**src/design/dalseq_pkg.sv**
```systemverilog
// ----------------------------------------------------------------------------
// dalseq_pkg
// Shared types and constants for the door-open alarm sequencer: mode codes,
// register indexes and reset values, and the config and result bundles.
// ----------------------------------------------------------------------------
package dalseq_pkg;

  // Sequencer modes; the unused code behaves as closed
  typedef enum logic [1:0] {
    MODE_CLOSED  = 2'd0,
    MODE_OPEN    = 2'd1,
    MODE_CONFIRM = 2'd2
  } mode_t;

  // Configuration port geometry
  localparam int CFG_INDEX_BITS = 3;
  localparam int CFG_DATA_BITS  = 20;

  // Register indexes
  localparam logic [CFG_INDEX_BITS-1:0] REG_LED_DELAY       = 3'd0;
  localparam logic [CFG_INDEX_BITS-1:0] REG_BUZZER_DELAY    = 3'd1;
  localparam logic [CFG_INDEX_BITS-1:0] REG_BLINK_PERIOD    = 3'd2;
  localparam logic [CFG_INDEX_BITS-1:0] REG_HEARTBEAT_PER   = 3'd3;
  localparam logic [CFG_INDEX_BITS-1:0] REG_CLOSE_CONFIRM   = 3'd4;
  localparam logic [CFG_INDEX_BITS-1:0] REG_CONFIRM_POLL    = 3'd5;
  localparam logic [CFG_INDEX_BITS-1:0] REG_TELEMETRY_PER   = 3'd6;
  localparam logic [CFG_INDEX_BITS-1:0] REG_OPEN_LEVEL      = 3'd7;

  // Register reset values
  localparam logic [19:0] RST_LED_DELAY     = 20'd20000;
  localparam logic [19:0] RST_BUZZER_DELAY  = 20'd30000;
  localparam logic [11:0] RST_BLINK_PERIOD  = 12'd250;
  localparam logic [19:0] RST_HEARTBEAT_PER = 20'd5000;
  localparam logic [15:0] RST_CLOSE_CONFIRM = 16'd3000;
  localparam logic [11:0] RST_CONFIRM_POLL  = 12'd100;
  localparam logic [19:0] RST_TELEMETRY_PER = 20'd60000;
  localparam logic        RST_OPEN_LEVEL    = 1'b1;

  // Time conversion and output limits
  localparam int          MS_PER_SEC    = 1000;
  localparam int          SECS_OUT_BITS = 23;
  localparam logic [15:0] CONFIRM_MAX   = 16'hFFFF;

  typedef struct packed {
    logic [19:0] led_delay_ms;
    logic [19:0] buzzer_delay_ms;
    logic [11:0] blink_period_ms;
    logic [19:0] heartbeat_period_ms;
    logic [15:0] close_confirm_ms;
    logic [11:0] confirm_poll_ms;
    logic [19:0] telemetry_period_ms;
    logic        open_level;
  } cfg_t;

  typedef struct packed {
    logic                     red_on;
    logic                     green_on;
    logic                     buzzer_on;
    logic                     opened_flag;
    logic                     closed_flag;
    logic                     escalate_flag;
    logic                     heartbeat_flag;
    logic                     telemetry_flag;
    logic [SECS_OUT_BITS-1:0] open_seconds;
  } result_t;

endpackage

```
**src/design/dalseq_cfg.sv**
```systemverilog
// ----------------------------------------------------------------------------
// dalseq_cfg
// Configuration register file: eight registers written by index, no read-back.
// ----------------------------------------------------------------------------
module dalseq_cfg (
  input  logic                                 clk,
  input  logic                                 rst,
  input  logic                                 cfg_write,
  input  logic [dalseq_pkg::CFG_INDEX_BITS-1:0] cfg_index,
  input  logic [dalseq_pkg::CFG_DATA_BITS-1:0]  cfg_data,
  output dalseq_pkg::cfg_t                     cfg
);

  dalseq_pkg::cfg_t regs;

  // Load reset values, then take writes by index
  always_ff @(posedge clk) begin
    if (rst) begin
      regs.led_delay_ms        <= dalseq_pkg::RST_LED_DELAY;
      regs.buzzer_delay_ms     <= dalseq_pkg::RST_BUZZER_DELAY;
      regs.blink_period_ms     <= dalseq_pkg::RST_BLINK_PERIOD;
      regs.heartbeat_period_ms <= dalseq_pkg::RST_HEARTBEAT_PER;
      regs.close_confirm_ms    <= dalseq_pkg::RST_CLOSE_CONFIRM;
      regs.confirm_poll_ms     <= dalseq_pkg::RST_CONFIRM_POLL;
      regs.telemetry_period_ms <= dalseq_pkg::RST_TELEMETRY_PER;
      regs.open_level          <= dalseq_pkg::RST_OPEN_LEVEL;
    end else if (cfg_write) begin
      case (cfg_index)
        dalseq_pkg::REG_LED_DELAY:     regs.led_delay_ms        <= cfg_data[19:0];
        dalseq_pkg::REG_BUZZER_DELAY:  regs.buzzer_delay_ms     <= cfg_data[19:0];
        dalseq_pkg::REG_BLINK_PERIOD:  regs.blink_period_ms     <= cfg_data[11:0];
        dalseq_pkg::REG_HEARTBEAT_PER: regs.heartbeat_period_ms <= cfg_data[19:0];
        dalseq_pkg::REG_CLOSE_CONFIRM: regs.close_confirm_ms    <= cfg_data[15:0];
        dalseq_pkg::REG_CONFIRM_POLL:  regs.confirm_poll_ms     <= cfg_data[11:0];
        dalseq_pkg::REG_TELEMETRY_PER: regs.telemetry_period_ms <= cfg_data[19:0];
        dalseq_pkg::REG_OPEN_LEVEL:    regs.open_level          <= cfg_data[0];
        default: begin
        end
      endcase
    end
  end

  assign cfg = regs;

endmodule

```
**src/design/dalseq_core.sv**
```systemverilog
// ----------------------------------------------------------------------------
// dalseq_core
// Sequencer state and its one-tick update. The result for the sample at the
// input is formed combinationally; state advances when step is high.
// Open time is tracked both as milliseconds and as seconds plus a remainder,
// so the seconds report needs no divider.
// ----------------------------------------------------------------------------
module dalseq_core #(
  parameter int OPEN_TIME_BITS = 32
) (
  input  logic                clk,
  input  logic                rst,
  input  logic                step,
  input  logic                door,
  input  dalseq_pkg::cfg_t    cfg,
  output dalseq_pkg::result_t result
);

  localparam int OTB       = OPEN_TIME_BITS;
  localparam int SECS_BITS = OTB - 9;
  localparam int CMP_BITS  = (OTB > 20) ? OTB : 20;
  localparam int WIDE_SECS = (SECS_BITS > dalseq_pkg::SECS_OUT_BITS) ?
                             SECS_BITS : dalseq_pkg::SECS_OUT_BITS;
  localparam logic [OTB-1:0]       OT_MAX   = {OTB{1'b1}};
  localparam logic [SECS_BITS-1:0] SAT_SECS =
    SECS_BITS'(((64'd1 << OTB) - 64'd1) / dalseq_pkg::MS_PER_SEC);
  localparam logic [12:0] MS_SEC_13 = 13'(dalseq_pkg::MS_PER_SEC);

  // State registers
  dalseq_pkg::mode_t    mode;
  logic [11:0]          pass_timer;
  logic [OTB-1:0]       open_time;
  logic [SECS_BITS-1:0] sec_cnt;
  logic [9:0]           sec_rem;
  logic [19:0]          heartbeat_timer;
  logic [19:0]          telemetry_timer;
  logic                 red_phase;
  logic                 escalated;
  logic [15:0]          confirm_elapsed;
  logic [11:0]          poll_timer;
  logic [2:0]           drive_bits;

  dalseq_pkg::mode_t    mode_next;
  logic [11:0]          pass_timer_next;
  logic [OTB-1:0]       open_time_next;
  logic [SECS_BITS-1:0] sec_cnt_next;
  logic [9:0]           sec_rem_next;
  logic [19:0]          heartbeat_timer_next;
  logic [19:0]          telemetry_timer_next;
  logic                 red_phase_next;
  logic                 escalated_next;
  logic [15:0]          confirm_elapsed_next;
  logic [11:0]          poll_timer_next;
  logic [2:0]           drive_bits_next;

  // Events of this tick
  logic        is_open;
  logic        mode_is_open;
  logic [11:0] blink_eff;
  logic [11:0] poll_eff;
  logic [16:0] conf_sum;
  logic [15:0] conf_sat;
  logic        poll_dec;
  logic        poll_due;
  logic        reopen;
  logic        repoll;
  logic        confirm_evt;
  logic        pass_dec;
  logic        pass_due;
  logic        new_open;
  logic        close_seen;
  logic        enter_conf;
  logic        fin;
  logic        fin_open;

  // Opening-adjusted values seen by the pass
  logic [OTB-1:0] ot_cur;
  logic           red_cur;
  logic           esc_cur;
  logic [19:0]    hb_cur;
  logic           led_go;
  logic           buz_go;
  logic [2:0]     drive_pass;
  logic [OTB:0]   ot_sum;
  logic           ot_sat;
  logic [20:0]    hb_sum;
  logic           hb_fire;
  logic [20:0]    tel_sum;
  logic           tel_fire;
  logic [12:0]    rem_acc;
  logic [2:0]     sec_carry;
  logic [WIDE_SECS-1:0] secs_wide;

  // Decode what this tick does
  always_comb begin
    is_open      = (door == cfg.open_level);
    mode_is_open = (mode == dalseq_pkg::MODE_OPEN);
    blink_eff    = (cfg.blink_period_ms == 12'd0) ? 12'd1 : cfg.blink_period_ms;
    poll_eff     = (cfg.confirm_poll_ms == 12'd0) ? 12'd1 : cfg.confirm_poll_ms;
    conf_sum     = 17'(confirm_elapsed) + 17'(poll_eff);
    conf_sat     = conf_sum[16] ? dalseq_pkg::CONFIRM_MAX : conf_sum[15:0];

    poll_dec    = 1'b0;
    poll_due    = 1'b0;
    reopen      = 1'b0;
    repoll      = 1'b0;
    confirm_evt = 1'b0;
    pass_dec    = 1'b0;
    pass_due    = 1'b0;
    new_open    = 1'b0;
    close_seen  = 1'b0;
    enter_conf  = 1'b0;

    case (mode)
      dalseq_pkg::MODE_CONFIRM: begin
        if (poll_timer != 12'd0) begin
          poll_dec = 1'b1;
        end else begin
          poll_due = 1'b1;
          if (is_open) begin
            reopen = 1'b1;
          end else if (conf_sat < cfg.close_confirm_ms) begin
            repoll = 1'b1;
          end else begin
            confirm_evt = 1'b1;
          end
        end
      end
      default: begin
        if (pass_timer != 12'd0) begin
          pass_dec = 1'b1;
        end else begin
          pass_due = 1'b1;
          if (is_open && !mode_is_open) begin
            new_open = 1'b1;
          end else if (!is_open && mode_is_open) begin
            close_seen = 1'b1;
            if (cfg.close_confirm_ms == 16'd0) begin
              confirm_evt = 1'b1;
            end else begin
              enter_conf = 1'b1;
            end
          end
        end
      end
    endcase

    fin      = reopen || confirm_evt || (pass_due && !enter_conf);
    fin_open = reopen || new_open || (pass_due && is_open && mode_is_open);
  end

  // Work out the open-mode pass arithmetic
  always_comb begin
    ot_cur  = new_open ? '0 : open_time;
    red_cur = new_open ? 1'b1 : red_phase;
    esc_cur = new_open ? 1'b0 : escalated;
    hb_cur  = new_open ? 20'd0 : heartbeat_timer;

    led_go = CMP_BITS'(ot_cur) >= CMP_BITS'(cfg.led_delay_ms);
    buz_go = CMP_BITS'(ot_cur) >= CMP_BITS'(cfg.buzzer_delay_ms);
    drive_pass = 3'b000;
    if (led_go) begin
      drive_pass[0] = red_cur;
      drive_pass[1] = !red_cur;
    end
    drive_pass[2] = buz_go && red_cur;

    ot_sum = (OTB+1)'(ot_cur) + (OTB+1)'(blink_eff);
    ot_sat = ot_sum[OTB];

    hb_sum  = 21'(hb_cur) + 21'(blink_eff);
    hb_fire = hb_sum >= 21'(cfg.heartbeat_period_ms);

    tel_sum  = 21'(telemetry_timer) + 21'(blink_eff);
    tel_fire = tel_sum >= 21'(cfg.telemetry_period_ms);

    // Fold the added milliseconds into seconds, at most five carries
    rem_acc   = (new_open ? 13'd0 : 13'(sec_rem)) + 13'(blink_eff);
    sec_carry = 3'd0;
    for (int i = 0; i < 5; i++) begin
      if (rem_acc >= MS_SEC_13) begin
        rem_acc   = rem_acc - MS_SEC_13;
        sec_carry = sec_carry + 3'd1;
      end
    end
  end

  // Next state
  always_comb begin
    mode_next            = mode;
    pass_timer_next      = pass_timer;
    open_time_next       = open_time;
    sec_cnt_next         = sec_cnt;
    sec_rem_next         = sec_rem;
    heartbeat_timer_next = heartbeat_timer;
    telemetry_timer_next = telemetry_timer;
    red_phase_next       = red_phase;
    escalated_next       = escalated;
    confirm_elapsed_next = confirm_elapsed;
    poll_timer_next      = poll_timer;
    drive_bits_next      = drive_bits;

    // mode changes
    if (new_open || reopen) begin
      mode_next = dalseq_pkg::MODE_OPEN;
    end else if (confirm_evt) begin
      mode_next = dalseq_pkg::MODE_CLOSED;
    end else if (enter_conf) begin
      mode_next = dalseq_pkg::MODE_CONFIRM;
    end

    // poll and confirm timers
    if (poll_dec) begin
      poll_timer_next = poll_timer - 12'd1;
    end else if (repoll || enter_conf) begin
      poll_timer_next = poll_eff - 12'd1;
    end
    if (close_seen) begin
      confirm_elapsed_next = 16'd0;
    end else if (poll_due) begin
      confirm_elapsed_next = conf_sat;
    end

    // pass timer
    if (pass_dec) begin
      pass_timer_next = pass_timer - 12'd1;
    end else if (fin) begin
      pass_timer_next = blink_eff - 12'd1;
    end

    // drives mute on a close, reload on an open pass
    if (close_seen) begin
      drive_bits_next = 3'b000;
    end
    if (fin_open) begin
      drive_bits_next      = drive_pass;
      escalated_next       = esc_cur || buz_go;
      red_phase_next       = !red_cur;
      heartbeat_timer_next = hb_fire ? 20'd0 : hb_sum[19:0];
      if (ot_sat) begin
        open_time_next = OT_MAX;
        sec_cnt_next   = SAT_SECS;
        sec_rem_next   = sec_rem;
      end else begin
        open_time_next = ot_sum[OTB-1:0];
        sec_cnt_next   = (new_open ? '0 : sec_cnt) + SECS_BITS'(sec_carry);
        sec_rem_next   = rem_acc[9:0];
      end
    end

    // telemetry runs on every completed pass
    if (fin) begin
      telemetry_timer_next = tel_fire ? 20'd0 : tel_sum[19:0];
    end
  end

  // Result of this tick
  always_comb begin
    secs_wide             = WIDE_SECS'(sec_cnt);
    result.red_on         = drive_bits_next[0];
    result.green_on       = drive_bits_next[1];
    result.buzzer_on      = drive_bits_next[2];
    result.opened_flag    = new_open;
    result.closed_flag    = confirm_evt;
    result.escalate_flag  = fin_open && buz_go && !esc_cur;
    result.heartbeat_flag = fin_open && hb_fire;
    result.telemetry_flag = fin && tel_fire;
    if (!confirm_evt) begin
      result.open_seconds = '0;
    end else if (secs_wide > WIDE_SECS'({dalseq_pkg::SECS_OUT_BITS{1'b1}})) begin
      result.open_seconds = {dalseq_pkg::SECS_OUT_BITS{1'b1}};
    end else begin
      result.open_seconds = secs_wide[dalseq_pkg::SECS_OUT_BITS-1:0];
    end
  end

  // Advance state on each accepted tick
  always_ff @(posedge clk) begin
    if (rst) begin
      mode            <= dalseq_pkg::MODE_CLOSED;
      pass_timer      <= 12'd0;
      open_time       <= '0;
      sec_cnt         <= '0;
      sec_rem         <= 10'd0;
      heartbeat_timer <= 20'd0;
      telemetry_timer <= 20'd0;
      red_phase       <= 1'b1;
      escalated       <= 1'b0;
      confirm_elapsed <= 16'd0;
      poll_timer      <= 12'd0;
      drive_bits      <= 3'b000;
    end else if (step) begin
      mode            <= mode_next;
      pass_timer      <= pass_timer_next;
      open_time       <= open_time_next;
      sec_cnt         <= sec_cnt_next;
      sec_rem         <= sec_rem_next;
      heartbeat_timer <= heartbeat_timer_next;
      telemetry_timer <= telemetry_timer_next;
      red_phase       <= red_phase_next;
      escalated       <= escalated_next;
      confirm_elapsed <= confirm_elapsed_next;
      poll_timer      <= poll_timer_next;
      drive_bits      <= drive_bits_next;
    end
  end

endmodule

```
**src/design/door_open_alarm_sequencer_top.sv**
```systemverilog
// ----------------------------------------------------------------------------
// door_open_alarm_sequencer_top
// Door-open alarm sequencer: one door sample per millisecond tick in, one
// indicator/buzzer/event result per tick out.
//
// Input channel: door_level with in_valid/in_stall; a beat moves at a clock
// edge with in_valid high and in_stall low. Output channel: the nine result
// fields with out_valid/out_stall, the same rule.
// Configuration: cfg_write, cfg_index, cfg_data write one register per edge;
// write only while no beat is in flight.
// Path: a sample accepted at an edge is taken into the input register,
// processed by the core into the result register and shown by out_valid.
// Throughput: one beat per cycle while out_stall is low; the state update is
// combinational counter logic between the input and result registers.
// When the receiver stalls, the result register holds; one more sample can
// wait in the input register, after which in_stall rises until the result
// is taken.
// Reset (rst, synchronous): both registers empty, registers at their reset
// values, door state closed with the core drives off (result_q is not reset).
// ----------------------------------------------------------------------------
module door_open_alarm_sequencer_top #(
  parameter int OPEN_TIME_BITS = 32
) (
  input  logic                                  clk,
  input  logic                                  rst,
  input  logic                                  in_valid,
  output logic                                  in_stall,
  input  logic                                  door_level,
  output logic                                  out_valid,
  input  logic                                  out_stall,
  output logic                                  red_on,
  output logic                                  green_on,
  output logic                                  buzzer_on,
  output logic                                  opened_flag,
  output logic                                  closed_flag,
  output logic                                  escalate_flag,
  output logic                                  heartbeat_flag,
  output logic                                  telemetry_flag,
  output logic [dalseq_pkg::SECS_OUT_BITS-1:0]  open_seconds,
  input  logic                                  cfg_write,
  input  logic [dalseq_pkg::CFG_INDEX_BITS-1:0] cfg_index,
  input  logic [dalseq_pkg::CFG_DATA_BITS-1:0]  cfg_data
);

  dalseq_pkg::cfg_t    cfg;
  dalseq_pkg::result_t core_result;
  dalseq_pkg::result_t result_q;

  logic in_full;
  logic door_q;
  logic out_free;
  logic fire;
  logic in_take;

  // Handshake: result register free, input register advances into it
  assign out_free = !out_valid || !out_stall;
  assign fire     = in_full && out_free;
  assign in_stall = in_full && !out_free;
  assign in_take  = in_valid && !in_stall;

  dalseq_cfg u_cfg (
    .clk       (clk),
    .rst       (rst),
    .cfg_write (cfg_write),
    .cfg_index (cfg_index),
    .cfg_data  (cfg_data),
    .cfg       (cfg)
  );

  dalseq_core #(
    .OPEN_TIME_BITS (OPEN_TIME_BITS)
  ) u_core (
    .clk    (clk),
    .rst    (rst),
    .step   (fire),
    .door   (door_q),
    .cfg    (cfg),
    .result (core_result)
  );

  // Input register
  always_ff @(posedge clk) begin
    if (rst) begin
      in_full <= 1'b0;
    end else if (in_take) begin
      in_full <= 1'b1;
    end else if (fire) begin
      in_full <= 1'b0;
    end
  end

  always_ff @(posedge clk) begin
    if (in_take) begin
      door_q <= door_level;
    end
  end

  // Result register: hold while stalled
  always_ff @(posedge clk) begin
    if (rst) begin
      out_valid <= 1'b0;
    end else if (fire) begin
      out_valid <= 1'b1;
    end else if (!out_stall) begin
      out_valid <= 1'b0;
    end
  end

  always_ff @(posedge clk) begin
    if (fire) begin
      result_q <= core_result;
    end
  end

  assign red_on         = result_q.red_on;
  assign green_on       = result_q.green_on;
  assign buzzer_on      = result_q.buzzer_on;
  assign opened_flag    = result_q.opened_flag;
  assign closed_flag    = result_q.closed_flag;
  assign escalate_flag  = result_q.escalate_flag;
  assign heartbeat_flag = result_q.heartbeat_flag;
  assign telemetry_flag = result_q.telemetry_flag;
  assign open_seconds   = result_q.open_seconds;

endmodule
```
**config.mk**
```make
export PLATFORM = sky130hd
export DESIGN_NAME = door_open_alarm_sequencer_top
export DESIGN_NICKNAME = d
export VERILOG_FILES = /design/src/design/dalseq_pkg.sv /design/src/design/dalseq_cfg.sv /design/src/design/dalseq_core.sv /design/src/design/door_open_alarm_sequencer_top.sv
export SDC_FILE = /design/constraint.sdc
export NUM_CORES = 1
export LEC_CHECK = 0
export BUFFER_PORTS_ARGS = -buffer_cell sky130_fd_sc_hd__buf_2
export CAP_MARGIN = 20
export CELL_PAD_IN_SITES_DETAIL_PLACEMENT = 0
export CELL_PAD_IN_SITES_GLOBAL_PLACEMENT = 1
export CORE_MARGIN = 2
export CORE_UTILIZATION = 49
export CTS_BUF_LIST = sky130_fd_sc_hd__clkbuf_8
export DETAILED_ROUTE_END_ITERATION = 8
export GPL_TIMING_DRIVEN = 1
export PLACE_DENSITY = 0.89
export SKIP_LAST_GASP = 1
export SLEW_MARGIN = 10
export SYNTH_ARGS = -nofsm -noshare
export SYNTH_HDL_FRONTEND = slang
export SYNTH_SLANG_ARGS = --single-unit
```
**constraint.sdc**
```tcl
create_clock -name clk -period 12.27 [get_ports clk]
set_input_delay 2.454 -clock clk [delete_from_list [all_inputs] [get_ports clk]]
set_output_delay 2.454 -clock clk [all_outputs]
set_load 0.02 [all_outputs]
```
==> impl_results.md, run 1 <==
* DRC marker count from the first detailed-route iteration at 1268
* Area share of and/or/nand/nor cells after synthesis at 23.6%
* Crit Path Category: reg -> reg
* Top Ports at 62
* Logic depth of the worst setup path including buffers at 50
* Count of hold buffers inserted by post-cts repair at 0
* Clock slew seen by the registers of the worst setup and hold paths at 0.06 ns
* Total cell area at the placement stage at 21000 um^2
* Final worst hold slack at ~0.45 ns
* Synthesis-to-finish area growth at 9.37%
* Wire length of the first global-routing pass at just over 90000 um
* Synth unique cells at 100
* Post-synthesis share of cell area spent on full adders, half adders and majority gates at between 10% and 20%
* Post-synthesis share of cell area spent on xor and xnor gates at 3.07%
* Cell type contributing the most total cell area after synthesis: sky130_fd_sc_hd__dfxtp_1
* Achievable frequency at 88.8 MHz
* Aggregate global routing overflow at 0
* Routability congestion estimate at 0.884
* Initial Util at between 40 and 50%
* DRC violations left at 0
* Share of the yosys chip area belonging to registers at 31.9%
* Switching part of the total power at between 40 and 50%
* Average footprint of a synthesized cell at around 7.8 um^2
* Number of rows in the core area at 74
* Number of register bits inferred by synthesis at roughly 310
* Cell type with the highest occurrence count on the critical path: sky130_fd_sc_hd__inv_1
* Switching power total at 0.00203 W
* Clk sink count at between 300 and 400
* Final count of pins violating max slew at 0
* Final #Nets at approximately 2800
* Number of I/O port buffers at between 60 and 70
* Antenna violations before repair at 3
* Master cell of the clock root buffer: sky130_fd_sc_hd__clkbuf_8
* Final Critical Period at between 10 and 15 ns
* Global routing usage summed across all routing layers at between 20% and 30%
* Syn Std Cell Area at 20300 um^2
* Detailed-route wire length at roughly 56000 um
* DPL Wire Length at 39100 um
* Run status: finished, final reports clean
* Most used flip-flop cell after synthesis: sky130_fd_sc_hd__dfxtp_1
* Critical path required time at 12.77 ns
* Clock network fraction of design power at 21.6%
* Cts bufs inserted at between 50 and 60
* CTS tree: done
* Slew at the pin closest to its max-slew limit at approximately 1.1 ns
* Critical Path Start Type: register
* Clock skew after layout at about 0.023 ns
* PwrDens at 204 nW/um^2
* Later-pin clock latency in the skew report at 0.65 ns
* Fraction of registers with async set or reset after synthesis at 0%
* FF-to-FF path depth at 50
* Die span in x at ~210 um
* Leakage power summed over all cells at 9.26 nW
* H-tree levels at 2
* Leading cell types by total area after synthesis: sky130_fd_sc_hd__dfxtp_1 27%, sky130_fd_sc_hd__ha_1 10%, sky130_fd_sc_hd__nand2_1 6.1%
* Total nets after synthesis at 2795
* First drt pass iteration count at 5
* Hold Crit Class: reg -> reg
* Final routed wire length divided by cell count at 17.7 um
* Number of instances in the synthesized netlist at about 2600
* Max IR drop VDD at 250 uV
* Family with the most delay on the worst path: simple AND/OR/NAND/NOR gates
* Combinational family with the most area after synthesis: simple AND/OR/NAND/NOR gates
* Yosys top cell area share at between 20% and 30%
* Nature of the critical path endpoint: register
* Design internal power at about 0.0025 W
* Complex-gate fraction of the synthesized area at 23.1%
* Max-cap violation count at 0
* Combinational Power Share at 51.8%
* RSZ-0062 raised after global routing: no
* Vias after detailed routing at 18666
* Via count of the first global-routing pass at ~18000
* Antenna-violating nets left at 0
* Vias per cell at 5.87
* Full die area at 43000 um^2
* EDFF count, synth at 32
* Seq pwr share at 26.5%
* Multiplexer share of the synthesized area at 1.36%
* Share of cells above drive strength 1 at 9.07%
* Cell area after layout at between 20000 and 25000 um^2
* Share of the clock period used by the worst path at 91.8%
* Slowest-stage cell, CP: sky130_fd_sc_hd__or3_2
* Final setup viols at 0
* Final hold viol count at 0
* Arrival time of data at the critical path endpoint at about 12 ns
* Top cells by count, synth: 330 x sky130_fd_sc_hd__nand2_1, 275 x sky130_fd_sc_hd__dfxtp_1, 230 x sky130_fd_sc_hd__a21oi_1
* Most frequently used cell type in the post-synthesis netlist: sky130_fd_sc_hd__nand2_1
* Worst slew margin relative to its limit at 25.3%
* Die height at 207 um
* Worst-path maximum fanout at 9
* Core region area at just over 40000 um^2
* Worst hold path stage count at 2
* Maximum cell stage delay along the critical path at 0.59 ns
* Maximum number of pins on one net before global-route repair at 109
* Buffers and inverters on the worst path at 7
* CTS max path bufs at 3
* Total number of yosys warnings at 0
* Total negative slack for setup checks at 0 ns
per-stage QoR:
| stage | total power, W | setup slack (ns) | std cells | util, % |
|---|---|---|---|---|
| finish | 0.00452 | 1.00 | 3179 | 54.3 |
| detailed placement | 0.00350 | 0.686 | 3070 | 51.4 |
| global placement | 0.00345 | 1.06 | 3070 | 51.4 |
| global route | 0.00488 | 0.0257 | 3179 | 54.3 |
| CTS | 0.00450 | 0.590 | 3172 | 54.1 |
| floorplan | 0.00298 | 1.52 | 2593 | - |
routing by layer:
layer	track usage, %	wire [um]	vias up
met5	0	13	-
met4	7.12	1220	2
met3	4.33	3270	95
met2	42.5	25800	507
met1	34.9	25900	8852
li1	-	-	9210
power groups by stage:
stage / Sequential, W / Clock (W) / Combinational, W
floorplan: 0.00119 / 0 / 0.00179
global placement: 0.00121 / 0 / 0.00224
detailed placement: 0.00122 / 0 / 0.00229
CTS: 0.00119 / 0.000998 / 0.00230
global route: 0.00121 / 0.00105 / 0.00262
finish: 0.00120 / 0.000978 / 0.00234
cell families (layout without fill, tap and decap cells):
group                    Yosys count  after routing
other                              0              1
flip-flops                       307            307
AO/OA/AOI/OAI                    710            710
buffers and inverters            315            368
multiplexers                      26             26
XOR/XNOR                          71             71
adder cells (fa/ha/maj)          173            173
AND/OR/NAND/NOR                  991            991
cell usage in the layout, fill, tap and decap left out, drive strengths merged, types with 68 or more instances in the layout:
cell / Yosys / routed
buf: 15 / 97
inv: 166 / 185
ha: 167 / 167
o21ai: 124 / 124
nand2: 331 / 331
nor3: 90 / 90
nor2: 222 / 222
a21o: 68 / 68
a21oi: 232 / 232
nand3: 71 / 71
dfxtp: 275 / 275
sequential cells by signal (all words and copies together) (netlist names), 2 cells and up:
name / cells
u_cfg.cfg: 121
u_core.open_time: 32
open_seconds: 23
u_core.sec_cnt: 23
u_core.heartbeat_timer: 20
u_core.telemetry_timer: 20
u_core.confirm_elapsed: 16
u_core.pass_timer: 12
u_core.poll_timer: 12
u_core.sec_rem: 10
u_core.drive_bits: 3
u_core.mode: 2
tightest hold or removal path: stages, from the launching register on:
cell                      delay (ns)
sky130_fd_sc_hd__dfxtp_1        0.30
sky130_fd_sc_hd__nand2_1        0.05
sky130_fd_sc_hd__a21oi_1        0.05
cell type report:
| type | count | area [um^2] |
|---|---|---|
| clock inverters | 37 | 214 |
| diodes | 1 | 2.50 |
| fillers | 3774 | 18600 |
| well taps | 532 | 666 |
| multi-input cells | 1971 | 12700 |
| clock buffers | 65 | 895 |
| repair buffers | 99 | 604 |
| flip-flops and latches | 307 | 6470 |
| inverters | 167 | 637 |
timing repair:
| action | CTS | global route |
|---|---|---|
| buffers inserted | 0 | 4 |
| resized for setup | 0 | 9 |
| endpoints found under the setup margin | 0 | 6 |
path summary, 6_finish.rpt:
path | to | slack (ns) | from
max reg2reg | u_core.sec_cnt[20]$_SDFFE_PP0P_ | 1.00 | u_core.pass_timer[7]$_SDFFE_PP0P_
max | u_core.sec_cnt[20]$_SDFFE_PP0P_ | 1.00 | u_core.pass_timer[7]$_SDFFE_PP0P_
min reg2reg | u_cfg.cfg[117]$_SDFFE_PP0P_ | 0.45 | u_cfg.cfg[117]$_SDFFE_PP0P_
min | u_cfg.cfg[117]$_SDFFE_PP0P_ | 0.45 | u_cfg.cfg[117]$_SDFFE_PP0P_
No activity file was read; power rests on OpenSTA's default activity.
==> run 2, diff against run 1 <==
--- a/config.mk
+++ b/config.mk
@@ -10,13 +10,15 @@
 export CELL_PAD_IN_SITES_DETAIL_PLACEMENT = 0
 export CELL_PAD_IN_SITES_GLOBAL_PLACEMENT = 1
 export CORE_MARGIN = 2
-export CORE_UTILIZATION = 49
+export CORE_UTILIZATION = 50
 export CTS_BUF_LIST = sky130_fd_sc_hd__clkbuf_8
 export DETAILED_ROUTE_END_ITERATION = 8
+export GPL_ROUTABILITY_DRIVEN = 0
 export GPL_TIMING_DRIVEN = 1
 export PLACE_DENSITY = 0.89
 export SKIP_LAST_GASP = 1
-export SLEW_MARGIN = 10
+export SLEW_MARGIN = 20
 export SYNTH_ARGS = -nofsm -noshare
 export SYNTH_HDL_FRONTEND = slang
+export SYNTH_HIERARCHICAL = 1
 export SYNTH_SLANG_ARGS = --single-unit
==> impl_results.md, run 2 <==
* Run status: finished, final reports clean
* FF-to-FF path depth at 58
* Hold wc startpoint: u_core/sec_rem[0]$_SDFFE_PP0P_
* Via count of the first global-routing pass at 17577
* First drt pass iteration count at 7
* Share of the yosys chip area belonging to registers at 31.1%
* Family with the most delay on the worst path: simple AND/OR/NAND/NOR gates
* Global routing usage summed across all routing layers at 24.9%
* Buffers and inverters on the worst path at 7
* Count of hold buffers inserted by post-cts repair at 0
* Yosys top cell area share at 26.5%
* Number of rows in the core area at 74
* Largest register FFs at approximately 120
* Final #Nets at ~2700
* Final worst hold slack at 0.457 ns
* CTS tree: done
* CTS max path bufs at 3
* Cell area after layout at 22700 um^2
* Overall power consumption at 0.00381 W
* Clock slew seen by the registers of the worst setup and hold paths at 0.06 ns
* Highest-count cells in the layout ignoring fill and taps: 275 x sky130_fd_sc_hd__dfxtp_1, 243 x sky130_fd_sc_hd__nor2_1, 186 x sky130_fd_sc_hd__inv_1
* Worst-path maximum fanout at 7
* Vias after detailed routing at 18066
* Leakage power summed over all cells at 10.0 nW
* Aggregate global routing overflow at 0
* Initial Util at 50.8%
* Leading cell type in the layout, fill and taps excluded: sky130_fd_sc_hd__dfxtp_1
* Nature of the critical path endpoint: register
* Syn Std Cell Area at slightly above 20000 um^2
* PwrDens at 168 nW/um^2
* Die height at 208 um
* H-tree levels at 2
* Wire length of the first global-routing pass at 89800 um
* Max IR drop VDD at 151 uV
* Detailed-route wire length at 55100 um
* Most frequently used cell type in the post-synthesis netlist: sky130_fd_sc_hd__dfxtp_1
* Clk sink count at ~310
* Number of I/O port buffers at 61
* Total nets after synthesis at 2704
* Maximum cell stage delay along the critical path at 0.45 ns
* Share of the clock period used by the worst path at 93.3%
* Post-layout worst setup margin at roughly 0.82 ns
* Capture instance of the worst register-to-register path: u_core/sec_cnt[22]$_SDFFE_PP0P_
* Total negative slack for setup checks at 0 ns
* Worst hold path stage count at 2
* R2R Path Start: u_core/pass_timer[0]$_SDFFE_PP0P_
* Die span in x at 208 um
* Synthesis-to-finish area growth at 9.04%
* Arrival time of data at the critical path endpoint at 11.97 ns
* Slew at the pin closest to its max-slew limit at ~0.98 ns
* Achievable frequency at 87.3 MHz
* Worst slew margin relative to its limit at ~34%
* Master cell of the clock root buffer: sky130_fd_sc_hd__clkbuf_8
* Antenna-violating nets left at 0
* Cell type with the highest occurrence count on the critical path: sky130_fd_sc_hd__ha_1
* Hold Crit Class: reg -> reg
* Top Ports at 62
* Antenna violations before repair at 0
* Total cell area at the placement stage at 21400 um^2
* Cell type contributing the most total cell area after synthesis: sky130_fd_sc_hd__dfxtp_1
* Most used flip-flop cell after synthesis: sky130_fd_sc_hd__dfxtp_1
* Core region area at 40900 um^2
* Total number of yosys warnings at 6
* DRC marker count from the first detailed-route iteration at 1248
* Maximum number of pins on one net before global-route repair at 200
* Top cells by count, synth: 275 x sky130_fd_sc_hd__dfxtp_1, 247 x sky130_fd_sc_hd__nor2_1, 170 x sky130_fd_sc_hd__inv_1
* Worst-case register-to-register setup slack at approximately 0.82 ns
* Crit Path Category: reg -> reg
* Cts bufs inserted at 53
* Number of instances in the synthesized netlist at 2501
* Hold Path End: u_core/sec_rem[0]$_SDFFE_PP0P_
* Share of cells above drive strength 1 at around a tenth
* Max-cap violation count at 0
* DPL Wire Length at 38800 um
* Average footprint of a synthesized cell at 8.31 um^2
* Critical path required time at 12.79 ns
* Clock skew after layout at 0.0277 ns
* Final-layout fill cell count at 3717
* Leading cell types by total area after synthesis: sky130_fd_sc_hd__dfxtp_1 26%, sky130_fd_sc_hd__ha_1 10%, sky130_fd_sc_hd__mux2i_1 6.6%
* Final routed wire length divided by cell count at 17.9 um
* Critical Path Start Type: register
* Synth unique cells at 101
* Later-pin clock latency in the skew report at between 0.6 and 0.7 ns
* Vias per cell at 5.85
* Number of register bits inferred by synthesis at 307
* Pre-CTS WS at 0.0745 ns
* Slowest-stage cell, CP: sky130_fd_sc_hd__or4_4
* EDFF count, synth at 32
* Final Critical Period at 11.45 ns
* Antenna Cells at 0
* DRC violations left at 0
* Fraction of registers with async set or reset after synthesis at 0%
* Final hold viol count at 0
* Full die area at 43200 um^2
* Final setup viols at 0
* Final count of pins violating max slew at 0
[run 2: area by class of cell]
cell class	count	area, um^2	area share (%)
multi-input cells	1880	13200	58.2
inverters	172	648	2.86
repair buffers	99	612	2.70
clock inverters	31	184	0.811
clock buffers	66	908	4.01
flip-flops and latches	307	6470	28.5
well taps	532	666	2.94
[run 2: how the worst max path moves through the flow]
| stage | from | endpoint | slack [ns] | depth (start not counted) |
|---|---|---|---|---|
| floorplan | u_core/pass_timer[0]$_SDFFE_PP0P_ | u_core/sec_cnt[22]$_SDFFE_PP0P_ | 0.92 | 61 |
| global placement | u_core/pass_timer[0]$_SDFFE_PP0P_ | u_core/sec_cnt[22]$_SDFFE_PP0P_ | 0.44 | 57 |
| detailed placement | u_core/pass_timer[0]$_SDFFE_PP0P_ | u_core/sec_cnt[22]$_SDFFE_PP0P_ | 0.07 | 57 |
| CTS | u_core/pass_timer[0]$_SDFFE_PP0P_ | u_core/sec_cnt[22]$_SDFFE_PP0P_ | 0.04 | 57 |
| global route | u_core/pass_timer[9]$_SDFFE_PP0P_ | u_core/sec_cnt[22]$_SDFFE_PP0P_ | -0.04 | 59 |
| finish | u_core/pass_timer[0]$_SDFFE_PP0P_ | u_core/sec_cnt[22]$_SDFFE_PP0P_ | 0.82 | 58 |
[run 2: stage by stage]
| step | std cells | utilization, % |
|---|---|---|
| finish | 3087 | 55.4 |
| global route | 3087 | 55.4 |
| CTS | 3077 | 55.1 |
| detailed placement | 2980 | 52.4 |
| global placement | 2980 | 52.4 |
| floorplan | 2501 | - |
[run 2: metal layers]
metal  up-vias  wire, um  GRT usage [%]
li1       8913         -              -
met1      8582     24100           31.7
met2       456     26900           43.4
met3       115      2520           2.96
met4         0      1680           8.90
met5         -         0              0
[run 2: cells by family after synthesis]
| kind of cell | after synthesis | synth area share, % |
|---|---|---|
| adder cells (fa/ha/maj) | 174 | 10.7 |
| XOR/XNOR | 93 | 3.99 |
| multiplexers | 143 | 6.96 |
| AND/OR/NAND/NOR | 865 | 21.6 |
| buffers and inverters | 315 | 6.10 |
| AO/OA/AOI/OAI | 604 | 19.6 |
| flip-flops | 307 | 31.1 |
[run 2: repair_timing]
| item | 4_1_cts | 5_1_grt |
|---|---|---|
| cloned | 0 | 1 |
| buffers inserted | 0 | 9 |
| pin swaps | 0 | 4 |
| resized for setup | 1 | 13 |
| setup endpoints to repair | 1 | 11 |
[run 2: power breakdown]
part | switching, W | total [W] | leakage, nW | internal (W)
Clock | 0.000439 | 0.000964 | 0.620 | 0.000525
Sequential | 0.0000494 | 0.00113 | 2.52 | 0.00108
Combinational | 0.00108 | 0.00172 | 6.85 | 0.000637
[run 2: worst register-to-register path: cells and delay by family (launching register included)]
kind                     cells  cell delay (ns)
AO/OA/AOI/OAI               13             2.80
XOR/XNOR                     4             0.71
adder cells (fa/ha/maj)      9             2.39
buffers and inverters        7             0.71
flip-flops                   1             0.33
multiplexers                 2             0.63
AND/OR/NAND/NOR             23             3.86
